<file path="src/ctse_pkg.sv">
// Shared types, codes and the month length function for the clock time-set editor.
package ctse_pkg;

  typedef enum logic [2:0] {
    REQ_MODE   = 3'd0,
    REQ_SELECT = 3'd1,
    REQ_UP     = 3'd2,
    REQ_DOWN   = 3'd3,
    REQ_TICK   = 3'd4,
    REQ_LOAD   = 3'd5
  } req_t;

  localparam logic [2:0] FLD_YEAR   = 3'd0;
  localparam logic [2:0] FLD_MONTH  = 3'd1;
  localparam logic [2:0] FLD_DAY    = 3'd2;
  localparam logic [2:0] FLD_HOUR   = 3'd3;
  localparam logic [2:0] FLD_MINUTE = 3'd4;
  localparam logic [2:0] FLD_SECOND = 3'd5;

  localparam logic [6:0] YEAR_MAX   = 7'd99;
  localparam logic [3:0] MONTH_MAX  = 4'd12;
  localparam logic [4:0] HOUR_MAX   = 5'd23;
  localparam logic [5:0] MINSEC_MAX = 6'd59;

  localparam logic [15:0] BLINK_PERIOD_RST = 16'd1000;

  typedef struct packed {
    logic [6:0] year;
    logic [3:0] month;
    logic [4:0] day;
    logic [4:0] hour;
    logic [5:0] minute;
    logic [5:0] second;
  } cal_time_t;

  typedef struct packed {
    req_t      req;
    cal_time_t ld;
  } in_item_t;

  typedef struct packed {
    cal_time_t  tm;
    logic [2:0] sel;
    logic       editing;
    logic       blank;
    logic       commit;
  } res_item_t;

  function automatic logic [4:0] days_in(input logic [6:0] y, input logic [3:0] m);
    logic [4:0] d;
    case (m)
      4'd2: begin
        d = (y[1:0] == 2'd0) ? 5'd29 : 5'd28;
      end
      4'd4, 4'd6, 4'd9, 4'd11: begin
        d = 5'd30;
      end
      default: begin
        d = 5'd31;
      end
    endcase
    return d;
  endfunction

endpackage

</file>
<file path="src/ctse_in_stage.sv">
// Input register for request items.
module ctse_in_stage (
  input  logic               clk,
  input  logic               rst_n,
  input  logic               in_valid,
  output logic               in_ready,
  input  ctse_pkg::in_item_t in_item,
  input  logic               fire,
  output logic               item_valid,
  output ctse_pkg::in_item_t item
);
  import ctse_pkg::*;

  logic     valid_r, valid_nxt;
  in_item_t item_r;
  logic     take;

  assign in_ready   = !valid_r || fire;
  assign take       = in_valid && in_ready;
  assign valid_nxt  = take || (valid_r && !fire);
  assign item_valid = valid_r;
  assign item       = item_r;

  always_ff @(posedge clk) begin
    if (!rst_n) begin
      valid_r <= 1'b0;
    end else begin
      valid_r <= valid_nxt;
    end
  end

  always_ff @(posedge clk) begin
    if (take) begin
      item_r <= in_item;
    end
  end

endmodule

</file>
<file path="src/ctse_core.sv">
// Editor state registers and next-state logic for one item.
module ctse_core (
  input  logic                clk,
  input  logic                rst_n,
  input  logic                cfg_we,
  input  logic [15:0]         cfg_wdata,
  input  logic                fire,
  input  ctse_pkg::in_item_t  item,
  output ctse_pkg::res_item_t res_nxt
);
  import ctse_pkg::*;

  cal_time_t   time_r, time_nxt;
  logic [2:0]  sel_r, sel_nxt;
  logic        edit_r, edit_nxt;
  logic        blink_r, blink_nxt;
  logic [15:0] tick_r, tick_nxt;
  logic [15:0] period_r;
  logic [15:0] tick_inc;
  logic        commit;
  logic        sel_ok, up_en, dn_en, ld_en;
  logic [6:0]  yr_nxt;
  logic [3:0]  mo_nxt;
  logic [4:0]  dim;

  assign sel_ok = (sel_r <= FLD_SECOND);
  assign up_en  = (item.req == REQ_UP) && edit_r && sel_ok;
  assign dn_en  = (item.req == REQ_DOWN) && edit_r && sel_ok;
  assign ld_en  = (item.req == REQ_LOAD) && !edit_r;
  assign tick_inc = tick_r + 16'd1;

  // year and month first; day range depends on them
  always_comb begin
    yr_nxt = time_r.year;
    mo_nxt = time_r.month;
    if (ld_en) begin
      yr_nxt = (item.ld.year > YEAR_MAX) ? YEAR_MAX : item.ld.year;
      if (item.ld.month == 4'd0) begin
        mo_nxt = 4'd1;
      end else if (item.ld.month > MONTH_MAX) begin
        mo_nxt = MONTH_MAX;
      end else begin
        mo_nxt = item.ld.month;
      end
    end else if (up_en) begin
      if (sel_r == FLD_YEAR) begin
        yr_nxt = (time_r.year >= YEAR_MAX) ? 7'd0 : time_r.year + 7'd1;
      end
      if (sel_r == FLD_MONTH) begin
        mo_nxt = (time_r.month >= MONTH_MAX) ? 4'd1 : time_r.month + 4'd1;
      end
    end else if (dn_en) begin
      if (sel_r == FLD_YEAR) begin
        yr_nxt = (time_r.year == 7'd0) ? YEAR_MAX : time_r.year - 7'd1;
      end
      if (sel_r == FLD_MONTH) begin
        mo_nxt = (time_r.month <= 4'd1) ? MONTH_MAX : time_r.month - 4'd1;
      end
    end
  end

  assign dim = days_in(yr_nxt, mo_nxt);

  always_comb begin
    time_nxt       = time_r;
    time_nxt.year  = yr_nxt;
    time_nxt.month = mo_nxt;
    sel_nxt        = sel_r;
    edit_nxt       = edit_r;
    blink_nxt      = blink_r;
    tick_nxt       = tick_r;
    commit         = 1'b0;
    case (item.req)
      REQ_MODE: begin
        if (!edit_r) begin
          edit_nxt = 1'b1;
        end else begin
          edit_nxt = 1'b0;
          commit   = 1'b1;
          sel_nxt  = FLD_YEAR;
        end
      end
      REQ_SELECT: begin
        if (edit_r) begin
          sel_nxt = (sel_r >= FLD_SECOND) ? FLD_YEAR : sel_r + 3'd1;
        end
      end
      REQ_UP: begin
        if (up_en) begin
          if (sel_r == FLD_DAY) begin
            time_nxt.day = (time_r.day >= dim) ? 5'd1 : time_r.day + 5'd1;
          end else if (time_r.day > dim) begin
            time_nxt.day = 5'd1;
          end
          if (sel_r == FLD_HOUR) begin
            time_nxt.hour = (time_r.hour >= HOUR_MAX) ? 5'd0 : time_r.hour + 5'd1;
          end
          if (sel_r == FLD_MINUTE) begin
            time_nxt.minute = (time_r.minute >= MINSEC_MAX) ? 6'd0 : time_r.minute + 6'd1;
          end
          if (sel_r == FLD_SECOND) begin
            time_nxt.second = (time_r.second >= MINSEC_MAX) ? 6'd0 : time_r.second + 6'd1;
          end
        end
      end
      REQ_DOWN: begin
        if (dn_en) begin
          if (sel_r == FLD_DAY) begin
            if (time_r.day <= 5'd1 || (time_r.day - 5'd1) > dim) begin
              time_nxt.day = dim;
            end else begin
              time_nxt.day = time_r.day - 5'd1;
            end
          end else if (time_r.day == 5'd0 || time_r.day > dim) begin
            time_nxt.day = dim;
          end
          if (sel_r == FLD_HOUR) begin
            time_nxt.hour = (time_r.hour == 5'd0) ? HOUR_MAX : time_r.hour - 5'd1;
          end
          if (sel_r == FLD_MINUTE) begin
            time_nxt.minute = (time_r.minute == 6'd0) ? MINSEC_MAX : time_r.minute - 6'd1;
          end
          if (sel_r == FLD_SECOND) begin
            time_nxt.second = (time_r.second == 6'd0) ? MINSEC_MAX : time_r.second - 6'd1;
          end
        end
      end
      REQ_TICK: begin
        if (tick_inc >= period_r) begin
          tick_nxt  = 16'd0;
          blink_nxt = !blink_r;
        end else begin
          tick_nxt = tick_inc;
        end
      end
      REQ_LOAD: begin
        if (ld_en) begin
          if (item.ld.day == 5'd0) begin
            time_nxt.day = 5'd1;
          end else if (item.ld.day > dim) begin
            time_nxt.day = dim;
          end else begin
            time_nxt.day = item.ld.day;
          end
          time_nxt.hour   = (item.ld.hour > HOUR_MAX) ? HOUR_MAX : item.ld.hour;
          time_nxt.minute = (item.ld.minute > MINSEC_MAX) ? MINSEC_MAX : item.ld.minute;
          time_nxt.second = (item.ld.second > MINSEC_MAX) ? MINSEC_MAX : item.ld.second;
        end
      end
      default: begin
      end
    endcase
  end

  assign res_nxt.tm      = time_nxt;
  assign res_nxt.sel     = sel_nxt;
  assign res_nxt.editing = edit_nxt;
  assign res_nxt.blank   = edit_nxt && blink_nxt;
  assign res_nxt.commit  = commit;

  always_ff @(posedge clk) begin
    if (!rst_n) begin
      time_r   <= '{year: 7'd0, month: 4'd1, day: 5'd1, hour: 5'd0, minute: 6'd0,
                    second: 6'd0};
      sel_r    <= FLD_YEAR;
      edit_r   <= 1'b0;
      blink_r  <= 1'b0;
      tick_r   <= 16'd0;
      period_r <= BLINK_PERIOD_RST;
    end else begin
      if (fire) begin
        time_r  <= time_nxt;
        sel_r   <= sel_nxt;
        edit_r  <= edit_nxt;
        blink_r <= blink_nxt;
        tick_r  <= tick_nxt;
      end
      if (cfg_we) begin
        period_r <= cfg_wdata;
      end
    end
  end

`ifndef SYNTHESIS
  a_commit_exit: assert property (@(posedge clk) disable iff (!rst_n)
    fire && res_nxt.commit |=> !edit_r && (sel_r == FLD_YEAR))
    else $error("commit without leaving edit mode");
  a_month_range: assert property (@(posedge clk) disable iff (!rst_n)
    (time_r.month != 4'd0) && (time_r.month <= MONTH_MAX))
    else $error("month out of range");
  a_day_range: assert property (@(posedge clk) disable iff (!rst_n)
    (time_r.day != 5'd0) && (time_r.day <= days_in(time_r.year, time_r.month)))
    else $error("day out of range");
  a_view_sel: assert property (@(posedge clk) disable iff (!rst_n)
    !edit_r |-> (sel_r == FLD_YEAR))
    else $error("selection moved in view mode");
  a_blink_tick: assert property (@(posedge clk) disable iff (!rst_n)
    fire && (item.req != REQ_TICK) |=> $stable(blink_r))
    else $error("blink phase changed without tick");
`endif

endmodule

</file>
<file path="src/ctse_out_stage.sv">
// Result register for the output channel.
module ctse_out_stage (
  input  logic                clk,
  input  logic                rst_n,
  input  logic                fire,
  input  ctse_pkg::res_item_t res_nxt,
  input  logic                out_ready,
  output logic                out_valid,
  output logic                busy,
  output ctse_pkg::res_item_t res
);
  import ctse_pkg::*;

  logic      valid_r, valid_nxt;
  res_item_t res_r;

  assign valid_nxt = fire || (valid_r && !out_ready);
  assign busy      = valid_r && !out_ready;
  assign out_valid = valid_r;
  assign res       = res_r;

  always_ff @(posedge clk) begin
    if (!rst_n) begin
      valid_r <= 1'b0;
    end else begin
      valid_r <= valid_nxt;
    end
  end

  always_ff @(posedge clk) begin
    if (fire) begin
      res_r <= res_nxt;
    end
  end

endmodule

</file>
<file path="src/clock_time_set_editor.sv">
// Top level of the calendar clock time-set editor.
//
//  channel   direction  handshake            payload
//  in_       input      in_valid/in_ready    req_type, load_year .. load_second
//  out_      output     out_valid/out_ready  time fields, selected_field, flags
//  cfg_      input      cfg_we               cfg_wdata (blink half period)
//
// One item per cycle while the result register is not stalled: an item is held in the
// input register, then the edit logic updates the state and fills the result register.
// An accepted item passes the input register and then the result register before out_valid.
// A stalled result holds the input register; in_ready falls only when both hold items.
// Synchronous active-low reset returns the time to year 0, January 1st, 00:00:00.
module clock_time_set_editor (
  input  logic        clk,
  input  logic        rst_n,
  input  logic        in_valid,
  output logic        in_ready,
  input  logic [2:0]  in_req_type,
  input  logic [6:0]  in_load_year,
  input  logic [3:0]  in_load_month,
  input  logic [4:0]  in_load_day,
  input  logic [4:0]  in_load_hour,
  input  logic [5:0]  in_load_minute,
  input  logic [5:0]  in_load_second,
  output logic        out_valid,
  input  logic        out_ready,
  output logic [6:0]  out_year,
  output logic [3:0]  out_month,
  output logic [4:0]  out_day,
  output logic [4:0]  out_hour,
  output logic [5:0]  out_minute,
  output logic [5:0]  out_second,
  output logic [2:0]  out_selected_field,
  output logic        out_editing,
  output logic        out_blank_selected,
  output logic        out_commit,
  input  logic        cfg_we,
  input  logic [15:0] cfg_wdata
);
  import ctse_pkg::*;

  in_item_t  in_item, item;
  res_item_t res_nxt, res;
  logic      item_valid, fire, out_busy;

  assign in_item.req       = req_t'(in_req_type);
  assign in_item.ld.year   = in_load_year;
  assign in_item.ld.month  = in_load_month;
  assign in_item.ld.day    = in_load_day;
  assign in_item.ld.hour   = in_load_hour;
  assign in_item.ld.minute = in_load_minute;
  assign in_item.ld.second = in_load_second;

  assign fire = item_valid && !out_busy;

  ctse_in_stage u_in (
    .clk        (clk),
    .rst_n      (rst_n),
    .in_valid   (in_valid),
    .in_ready   (in_ready),
    .in_item    (in_item),
    .fire       (fire),
    .item_valid (item_valid),
    .item       (item)
  );

  ctse_core u_core (
    .clk       (clk),
    .rst_n     (rst_n),
    .cfg_we    (cfg_we),
    .cfg_wdata (cfg_wdata),
    .fire      (fire),
    .item      (item),
    .res_nxt   (res_nxt)
  );

  ctse_out_stage u_out (
    .clk       (clk),
    .rst_n     (rst_n),
    .fire      (fire),
    .res_nxt   (res_nxt),
    .out_ready (out_ready),
    .out_valid (out_valid),
    .busy      (out_busy),
    .res       (res)
  );

  assign out_year           = res.tm.year;
  assign out_month          = res.tm.month;
  assign out_day            = res.tm.day;
  assign out_hour           = res.tm.hour;
  assign out_minute         = res.tm.minute;
  assign out_second         = res.tm.second;
  assign out_selected_field = res.sel;
  assign out_editing        = res.editing;
  assign out_blank_selected = res.blank;
  assign out_commit         = res.commit;

endmodule

</file>
<file path="config.mk">
export PLATFORM = sky130hd
export DESIGN_NAME = clock_time_set_editor
export DESIGN_NICKNAME = d
export VERILOG_FILES = /design/src/ctse_pkg.sv /design/src/ctse_in_stage.sv /design/src/ctse_core.sv /design/src/ctse_out_stage.sv /design/src/clock_time_set_editor.sv
export SDC_FILE = /design/constraint.sdc
export NUM_CORES = 1
export LEC_CHECK = 0
export ABC_CLOCK_PERIOD_IN_PS = 10900
export BUFFER_PORTS_ARGS = -buffer_cell sky130_fd_sc_hd__clkbuf_2
export CAP_MARGIN = 40
export CELL_PAD_IN_SITES_DETAIL_PLACEMENT = 1
export CELL_PAD_IN_SITES_GLOBAL_PLACEMENT = 2
export CORE_MARGIN = 2
export CORE_UTILIZATION = 35
export CTS_BUF_LIST = sky130_fd_sc_hd__clkbuf_4 sky130_fd_sc_hd__clkbuf_8
export CTS_CLUSTER_DIAMETER = 50
export DETAILED_ROUTE_END_ITERATION = 10
export HOLD_SLACK_MARGIN = 0.06
export PLACE_DENSITY_LB_ADDON = 0.1
export RECOVER_POWER = 50
export SYNTH_ARGS = -nofsm -noshare
export SYNTH_HDL_FRONTEND = slang
export SYNTH_SLANG_ARGS = --single-unit
</file>
<file path="constraint.sdc">
create_clock -name clk -period 10.9 [get_ports clk]
set_input_delay 1.09 -clock clk [delete_from_list [all_inputs] [get_ports clk]]
set_output_delay 1.09 -clock clk [all_outputs]
set_load 0.05 [all_outputs]
</file>
# Yosys cells after proc, flatten, opt, wreduce, memory -nomap -nowiden
# Index checks and enable logic that the tools add are counted.
# Widths: inputs -> output; s select.
# op_classes
addsub	14
n_lt_le_gt_ge	19
eq_ne	15
muxes	56
reduce_logical	33
# ops
operator	count
$mux 22	3
$pmux 22 s3	1
$mux 5	13
$mux 6	10
$mux 7	8
$mux 4	9
$add 16x1->16 const B	1
$ge 16x16->1	1
$mux 16	1
$gt 5x5->1	3
$logic_not 5->1	3
$add 6x1->6 const B	2
$eq 3x2->1 const B	4
$eq 3x3->1 const B	4
$ge 6x6->1 const B	2
$gt 6x6->1 const B	2
$logic_not 6->1	2
$sub 6x1->6 const B	2
$add 5x1->5 const B	2
$logic_and 1x1->1	10
$pmux 5 s2	1
$sub 5x1->5 const B	2
$mux 3	3
$eq 4x3->1 const B	2
29 further kinds	46
# totals
regBits	147
inputBits	57
out_inout_bits	41
word_cells	167

# Logic depth before layout (Yosys ltp)
# Gate-level depths: netlist (run 1).
# logic_depth
ltp_word	15
depth_mapped	18
ltp_nobuf	17

# Hierarchy
# A second synthesis (run 1) with hierarchy kept.
# hier_totals
cells_unflattened	971
area_unflattened_um2	8827.2
# by_module_without_submodules
module	n_inst	cells_each	area_per_inst_um2	seq_area_each_um2
ctse_core	1	887	6462.4	1401.3
ctse_out_stage	1	42	1212.4	1191.1
ctse_in_stage	1	41	1138.6	1101.1
clock_time_set_editor	1	1	13.8	0.0

# Worst setup path after synthesis (run 1)
# Ideal clock, no wire load.
# synth_path
kind	flip-flop to flip-flop
from	register u_core.time_r[22] (netlist name)
to	register u_core.time_r[17] (netlist name)
setup_time_ns	0.122
t_arrival_ns	3.924
t_required_ns	10.778
setup_slack_ns	6.854
path_stages_with_launch	16
path_buffers	0
period_less_slack_ns	4.046
path_cell_list	dfxtp_1 > inv_1 > ha_1 > or2_2 > a2111oi_0 > a21oi_1 > a221o_1 > o2111a_1 > nor3_2 > ha_1 > a221o_1 > a31oi_1 > o32a_1 > o2111ai_1 > or4b_1 > o311a_1
# synth_between
elab_chain_len	15
elab_cells_between_ends	36
classes_between	add/sub (2); order compare (6); eq/ne (5); mux (20); reduce/logical (3)
# synth_rtl
item	line_no	source
start: declaration	ctse_core.sv:13	cal_time_t time_r, time_nxt;
start signal: assignment	ctse_core.sv:163	time_r <= '{year: 7'd0, month: 4'd1, day: 5'd1, hour: 5'd0, minute: 6'd0,
start signal: assignment	ctse_core.sv:172	time_r <= time_nxt;
$sub 4x1->4 / $le 4x1->1 (equally long branches)	ctse_core.sv:57	mo_nxt = (time_r.month <= 4'd1) ? MONTH_MAX : time_r.month - 4'd1;
$mux 4	ctse_core.sv:57	
$mux 4	ctse_core.sv:56	if (sel_r == FLD_MONTH) begin
$mux 4	ctse_core.sv:52	end else if (dn_en) begin
$mux 4 (*)	ctse_core.sv:45	end else if (up_en) begin
$mux 4 (*)	ctse_core.sv:36	if (ld_en) begin
$eq 4x3->1 / $eq 4x4->1 (equally long branches)	ctse_pkg.sv:51	case (m)
$reduce_or 4->1	ctse_pkg.sv:51	
$pmux 5 s2 (*)	ctse_pkg.sv:51	
$gt 5x5->1 (on tied branches)	ctse_core.sv:92, ctse_core.sv:114, ctse_core.sv:109	
$logic_or 1x1->1 (on tied branches)	ctse_core.sv:114, ctse_core.sv:109	
$mux 5 (on tied branches)	ctse_core.sv:114, ctse_core.sv:109	
$mux 5	ctse_core.sv:108	if (sel_r == FLD_DAY) begin
$mux 22	ctse_core.sv:107	if (dn_en) begin
$pmux 22 s3 (*)	ctse_core.sv:73	case (item.req)
# Every way passes the cells marked *; elsewhere a longest branch is shown, timed or not.
# A chain may end at the register's enable or synchronous reset.

# Worst setup path after layout (run 1)
# layout_path
from	register u_core.edit_r
to	register u_core.time_r[17] (netlist name)
# layout_between
elab_chain_len	14
elab_cells_between_ends	39
classes_between	order compare (4); eq/ne (5); mux (20); reduce/logical (10)
# layout_rtl
item	line_no	source
start: declaration	ctse_core.sv:15	logic edit_r, edit_nxt;
start signal: assignment	ctse_core.sv:174	edit_r <= edit_nxt;
$logic_and 1x1->1 (2 in a row)	ctse_core.sv:28	assign dn_en = (item.req == REQ_DOWN) && edit_r && sel_ok;
$mux 4 / $mux 7 (equally long branches)	ctse_core.sv:52	
$mux 4 / $mux 7 (equally long branches)	ctse_core.sv:45	
$mux 4 / $mux 7 (equally long branches)	ctse_core.sv:36	
$eq 4x3->1 (tied with other cells)	ctse_pkg.sv:51	
$reduce_or 4->1 / $mux 1 (equally long branches)	ctse_pkg.sv:51, ctse_pkg.sv:53	
$pmux 5 s2	ctse_pkg.sv:51	
$gt 5x5->1 (on tied branches)	ctse_core.sv:92, ctse_core.sv:114, ctse_core.sv:109	
$logic_or 1x1->1 (on tied branches)	ctse_core.sv:114, ctse_core.sv:109	
$mux 5 (on tied branches)	ctse_core.sv:114, ctse_core.sv:109	
$mux 5	ctse_core.sv:108	
$mux 22	ctse_core.sv:107	
$pmux 22 s3 (*)	ctse_core.sv:73	
# Marks and branches as above.

==> results of run 1 <==
## sequential cells by signal, indices dropped and copies added (netlist names)
register	flops
u_core.blink_r	1
u_out.out_valid	1
u_core.period_r	16
u_out.res	39
u_core.edit_r	1
u_core.sel_r	3
u_in.item_valid	1
u_core.tick_r	16
u_core.time_r	33
u_in.item	36
## kinds of logic (layout without fill, tap and decap cells)
logic type / count (synthesis) / after routing / synth area share
AND/OR/NAND/NOR: 348 / 348 / 0.195
flip-flops: 147 / 147 / 0.414
buffers and inverters: 109 / 191 / 0.0491
XOR/XNOR: 23 / 23 / 0.0226
multiplexers: 21 / 21 / 0.0243
AO/OA/AOI/OAI: 293 / 293 / 0.234
adder cells (fa/ha/maj): 43 / 43 / 0.0603
## cell usage in the layout (no fill, tap or decap), types with 6 or more instances in the layout
cell type / n
nor4_1: 9
o21ai_0: 54
and2_1: 8
clkbuf_2: 53
and3_1: 9
nand4_1: 7
a31oi_1: 19
edfxtp_1: 75
xor2_1: 10
a41o_1: 6
a211oi_1: 19
dfxtp_1: 72
a21oi_1: 59
o21ai_1: 11
nand3_1: 40
xnor2_1: 13
mux2i_1: 16
nor2_1: 75
nand2b_1: 16
o2111ai_1: 6
o211ai_1: 19
nor2b_1: 12
o22ai_1: 7
a21o_1: 9
a22oi_1: 7
ha_1: 43
nor3_1: 31
o221ai_1: 6
clkbuf_1: 48
inv_1: 48
or3_1: 11
nand2_1: 93
clkbuf_8: 17
## per-stage QoR
stage	util	setup slack (ns)	instances
floorplan	-	6.85	984
global placement	0.383	5.65	1360
detailed placement	0.387	5.72	1364
CTS	0.402	5.70	1396
global route	0.398	5.03	1396
finish	0.398	5.45	1396
## layout make-up
cell class | count | share of cell area
Clock buffer | 19 | 0.0249
Clock inverter | 13 | 0.0125
Inverter | 51 | 0.0192
Multi-Input combinational cell | 728 | 0.480
Sequential cell | 147 | 0.370
Tap cell | 330 | 0.0413
Timing Repair Buffer | 108 | 0.0526
## worst paths after layout
kind / from / end / slack, ns / cells after the start
max reg2reg: u_core.edit_r$_SDFFE_PN0P_ / u_core.time_r[17]$_SDFFE_PN1P_ / 5.45 / 14
min reg2reg: u_core.period_r[6]$_SDFFE_PN1P_ / u_core.period_r[6]$_SDFFE_PN1P_ / 0.49 / 2
min: u_core.period_r[6]$_SDFFE_PN1P_ / u_core.period_r[6]$_SDFFE_PN1P_ / 0.49 / 2
max: u_core.edit_r$_SDFFE_PN0P_ / u_core.time_r[17]$_SDFFE_PN1P_ / 5.45 / 14
## worst max-delay path, stage by stage, from the launching register on
cell       delay (ns)
dfxtp_1          0.59
clkbuf_1         0.69
and4bb_2         0.40
a21boi_4         0.39
nor2_2           0.12
a221oi_2         0.47
nand2_1          0.10
nor3_1           0.33
ha_1             0.31
nor2b_1          0.14
o41ai_2          0.66
or2_2            0.24
o2111ai_1        0.16
or4b_1           0.56
o311a_1          0.14
## power groups by stage
stage / logic (µW) / registers, µW / clock network, µW
detailed placement: 199 / 658 / 0
finish: 194 / 645 / 425
global route: 215 / 650 / 458
floorplan: 120 / 669 / 0
CTS: 200 / 646 / 442
global placement: 194 / 659 / 0
## metal layers
layer,share of wire,vias up,global-route usage
met5,0,-,0
met4,0.011,0,0.0474
met3,0.030,17,0.0300
met2,0.47,111,0.348
met1,0.48,3788,0.290
li1,-,3795,-
==> impl_results.md, run 1 <==
* Vias post-DR at 7711
* Flop pwr share at 0.511
* Max clock buf depth at 2
* DRT Wirelength at 27900 µm
* Most frequent cell after synthesis: nand2_1
* Fill count at 3006
* CTS tree: built
* Largest net degree at the start of global routing at 42
* Multi-input gate area at 0.00479 mm²
* Post-route ant nets at 0
* CTS Root Cell: clkbuf_8
* Initial antenna violation count at 0
* Least-Margin Pin Slew at 2.19 ns
* Failing checks: capacitance limit, slew limit
* First-pass iteration count of the detailed router at 4
* Slew headroom at -0.461
* Total grt overflow at 0
* Post-synth EDFFs at 75
* Total power at 1260 µW
* CP Launch Type: flip-flop
* Flops & latches, synth at 147
* Initial Util at 0.355
* Design area at 0.00999 mm²
* Setup-failing EPs final at 0
* Post-Synthesis Cells at 984
* Net Sw Frac at 0.314
* # diodes at 0
* Max Slew Vio Count at 70
* Placed cell area at 0.00971 mm²
* Final period utilization at 0.500
* Syn Nets at 1084
* CTS clk-pin slew, worst paths at 0.10 ns
* Synth top area share at 0.252
* GRT Util Overall at 0.210
* Status: finished with violations
* Area grow syn2layout at 12.0%
* Synth Area per Inst at 9.06 µm²
* Die width at 164 µm
* Worst Setup End Kind: flip-flop
* Share of cells above drive strength 1 at 0.120
* # hold bufs at CTS at 0
* # H-tree levels at 4
* RSZ-0062 raised after global routing: false
* Nets at 1153
* Area contributors post-synth: edfxtp_1 25%, dfxtp_1 16%, ha_1 6.0%
* Remaining design rule violation count at 0
* Commonest cells in the netlist: 93 x nand2_1, 75 x edfxtp_1, 75 x nor2_1, 72 x dfxtp_1, 59 x a21oi_1
* IO Count at 98
* Worst path arrival time at 5.80 ns
* Peak supply drop at 0.0578 mV
* Clock period minus worst slack at 5.45 ns
* Comb pwr share at 0.153
* Internal at 867 µW
* Postcts setup bufs at 0
* Switching pwr at 397 µW
* Worst EP required at 11.25 ns
* Max Fclk at 184 MHz
* Setup TNS at 0 ns
* Number of clock sinks seen by CTS at 147
* Clk network pwr share at 0.336
* Power per standard cell area at 127 mW/mm²
* Max Clock Skew at 0.0198 ns
* Site Rows at 58
* CP max FO at 19
* DRT iter0 DRCs at 386
* GPL Wtd Cong at 0.824
* Async S/R FF share, synth at 0
* Hold Crit Class: reg2reg
* Resize count post-CTS at 0
* Hold violation count in the final report at 0
* Synth unique cells at 96
* Vias in the first global route at 7663
* Port bufs at 97
* Vert. Die Dim at 164 µm
* Sequential cell area fraction in the yosys report at 0.414
* Avg WL per Cell at 20.0 µm
* CTS Buf Count at 17
* First-pass GRT wire length at 43500 µm
* Worst Hold Slack at 0.494 ns
* Die area at 0.0268 mm²
* Vias/cell at 5.52
* Top_reg_cell synth: edfxtp_1
* Max_cap viols at 2
* Area occupied by registers at 0.00369 mm²
* Netlist area before placement at 0.00892 mm²
* WS Path Type: reg2reg
* Yosys warning total at 0
* Placeable Area at 0.0251 mm²
* Pleak at 0.00376 µW
* Yosys top cell by area: edfxtp_1
* DPL Wire Length at 19900 µm
* Clk Latency, worst-skew pair at 0.47 ns
(Power assumes the default switching activity.)
==> run 2: changes to the inputs <==
- ABC_AREA: unset -> 1
- ABC_CLOCK_PERIOD_IN_PS: 10900 -> 5000
- CORE_UTILIZATION: 35 -> 32
- clock period: 10.9 -> 5 ns (I/O delays scaled with it)
==> run 2 against run 1 <==
The flow still finishes with violations (capacitance limit, slew limit). Wire length decreased by 2.8%. Fmax increased by 33%. Sequential share of layout area increased by 0.49 points. Critical path type unchanged. Highest routed layer unchanged.
==> impl_results.md, run 2 <==
* Share of cells above drive strength 1 at 0.0955 (-0.0246)
* Port bufs at 97 (unchanged)
* Synth unique cells at 48 (-50%)
* Most common cell after layout, fill and taps aside: nand2_1
* WS Path Type: reg2reg
* Max Clock Skew at 0.0229 ns (+0.00310 ns)
* Final core occ at 0.368 (-0.0300)
* Avg WL per Cell at 17.3 µm (-13%)
* Final period utilization at 0.817 (+0.317)
* GRT Util Overall at 0.196 (-0.0140)
* Die width at 169 µm (+3.0%)
* Site Rows at 60 (+3.4%)
* IO Count at 98 (unchanged)
* CP top delay family: simple AND/OR/NAND/NOR gates
* Placeable Area at 0.0268 mm² (+6.7%)
* Largest stage delay on the critical path at 0.76 ns (+0.07 ns)
* Max reg flops at 39 (unchanged)
* Status: finished with violations
* Setup TNS at 0 ns (unchanged)
* # hold bufs at CTS at 0 (unchanged)
* # H-tree levels at 4 (unchanged)
* Hold violation count in the final report at 0 (unchanged)
* Resize count post-CTS at 0 (unchanged)
* Area contributors post-synth: edfxtp_1 26%, dfxtp_1 17%, nand2_1 9.5%
* Vias in the first global route at 7961 (+3.9%)
* Most frequent cell after synthesis: nand2_1
* Netlist area before placement at 0.00866 mm² (-2.9%)
* Initial antenna violation count at 0 (unchanged)
* Post-route ant nets at 0 (unchanged)
* CTS clk-pin slew, worst paths at 0.10 ns (about the same)
* Least-Margin Pin Slew at 2.52 ns (+0.331 ns)
* Setup-failing EPs final at 0 (unchanged)
* Postcts setup bufs at 0 (unchanged)
* Async S/R FF share, synth at 0 (unchanged)
* Vert. Die Dim at 169 µm (+3.0%)
* Yosys top cell by area: edfxtp_1
* Failing checks: capacitance limit, slew limit
* CP Launch Type: flip-flop
* Initial Util at 0.323 (-0.0320)
* Most frequent cells in the layout: 219 x nand2_1, 154 x inv_1, 110 x o21ai_0
* Placed cell area at 0.00948 mm² (-2.4%)
* Critical path buffer and inverter count at 4 (+3)
* Clock period minus worst slack at 4.09 ns (-1.36 ns)
* Hold Crit Class: in2reg
* Commonest cells in the netlist: 219 x nand2_1, 154 x inv_1, 110 x o21ai_0, 105 x a21oi_1, 77 x nor2_1
* First-pass GRT wire length at 43400 µm (-0.29%)
* DRT Wirelength at 27100 µm (-2.8%)
* Worst EP required at 5.20 ns (-6.05 ns)
* Synth Area per Inst at 7.69 µm² (-15%)
* Vias post-DR at 7899 (+2.4%)
* Max_cap viols at 3 (+1)
* Max Slew Vio Count at 103 (+47%)
* Yosys warning total at 0 (unchanged)
* Flops & latches, synth at 147 (unchanged)
* Post-Synthesis Cells at 1127 (+15%)
* Largest net degree at the start of global routing at 67 (+60%)
* DPL Wire Length at 19800 µm (-0.54%)
* Synth top area share at 0.260 (+0.00748)
* Slew headroom at -0.682 (-0.221)
* Max Fclk at 245 MHz (+33%)
* CP max stage cell: dfxtp_1
* Syn Nets at 1227 (+13%)
* Remaining design rule violation count at 0 (unchanged)
* CTS Root Cell: clkbuf_8
* Number of clock sinks seen by CTS at 147 (unchanged)
* Worst Setup End Kind: flip-flop
* Nets at 1312 (+14%)
* Clk Latency, worst-skew pair at 0.48 ns (about the same)
* Top_reg_cell synth: edfxtp_1
* Area grow syn2layout at 13.8%
* Sequential cell area fraction in the yosys report at 0.426 (+0.0123)
* Design area at 0.00986 mm² (-1.3%)
* Total grt overflow at 0 (unchanged)
* # diodes at 0 (unchanged)
* Vias/cell at 5.04 (-8.7%)
* Peak supply drop at 0.148 mV (+160%)
* Top cell by count, worst path: nand2_1
* Worst path arrival time at 4.29 ns (-1.51 ns)
* Pleak at 0.00430 µW (+14%)
* CP max FO at 13 (-6)
* CP Cell Sequence: nand4_1 > inv_2 > nand2_1 > inv_2 > nand3_1 > nand3_1 > nand2_1 > nand2_1 > nand3_1 > nand2_1 > nand2_1 > inv_1 > ha_1 > nand2_1 > inv_1 > nor4_1 > nor2_1 > nor2_1 > nand2_1 > a21oi_1 > a21boi_1
* Die area at 0.0284 mm² (+6.1%)
* First-pass iteration count of the detailed router at 4 (unchanged)
* GPL Wtd Cong at 0.827 (+0.32%)
* Post-synth EDFFs at 75 (unchanged)
* Max clock buf depth at 2 (unchanged)
* Worst Hold Slack at 0.190 ns (-0.304 ns)
* CTS Buf Count at 17 (unchanged)
* RSZ-0062 raised after global routing: false
* Power per standard cell area at 303 mW/mm² (+140%)
* CTS tree: built
* DRT iter0 DRCs at 384 (-0.52%)
==> run 2: cell types whose count changed in the layout (fill, tap and decap cells not counted), moves of 17 or more <==
cell | previous run | this run
nand2_1 | 93 | 219
a21oi_1 | 59 | 105
o21ai_0 | 54 | 110
nand3_1 | 40 | 69
a31oi_1 | 19 | 2
inv_1 | 48 | 154
==> run 2: worst paths after layout <==
| kind | startpoint | endpoint | slack [ns] | depth (start not counted) |
|---|---|---|---|---|
| worst max-delay path | u_core.edit_r$_SDFFE_PN0P_ | u_out.res[23]$_DFFE_PP_ | 0.91 | 21 |
| worst min-delay path | in_load_hour[1] | u_in.item[13]$_DFFE_PP_ | 0.19 | 1 |
| worst max register to register | u_core.edit_r$_SDFFE_PN0P_ | u_out.res[23]$_DFFE_PP_ | 0.91 | 21 |
| worst min register to register | u_core.period_r[12]$_SDFFE_PN0P_ | u_core.period_r[12]$_SDFFE_PN0P_ | 0.48 | 2 |
==> run 2: cell families (layout without fill, tap and decap cells) <==
| logic type | after synthesis | after routing | share of synthesized area |
|---|---|---|---|
| XOR/XNOR | 25 | 25 | 0.0253 |
| AND/OR/NAND/NOR | 427 | 427 | 0.216 |
| AO/OA/AOI/OAI | 277 | 277 | 0.178 |
| buffers and inverters | 208 | 306 | 0.0921 |
| flip-flops | 147 | 147 | 0.426 |
| adder cells (fa/ha/maj) | 43 | 43 | 0.0621 |
==> run 2: layout make-up <==
class / count / area [µm²]
Fill cell: 3318 / 16900
Multi-Input combinational cell: 772 / 4170
Sequential cell: 147 / 3690
Inverter: 168 / 631
Timing Repair Buffer: 106 / 482
Tap cell: 341 / 427
Clock buffer: 19 / 255
Clock inverter: 13 / 196
==> run 2: power by group <==
group / leakage, µW / switching, µW / internal (µW) / total, µW
logic: 0.00275 / 354 / 137 / 491
clock network: 0.000231 / 513 / 574 / 1090
registers: 0.00132 / 62.7 / 1350 / 1410
==> run 2: metrics by stage <==
step           instances  setup WS [ns]  total power, µW
6_report            1566          0.914             2990
5_1_grt             1566          0.368             3150
4_1_cts             1566          0.861             3040
3_5_place_dp        1534          0.886             1940
3_3_place_gp        1534          0.992             1940
2_1_floorplan       1127           1.77             1770
==> run 2: metal layers <==
metal,GRT usage,vias up,part of all wire
li1,-,3973,-
met1,0.269,3814,0.49
met2,0.325,96,0.47
met3,0.0330,16,0.029
met4,0.0450,0,0.013
met5,0,-,0
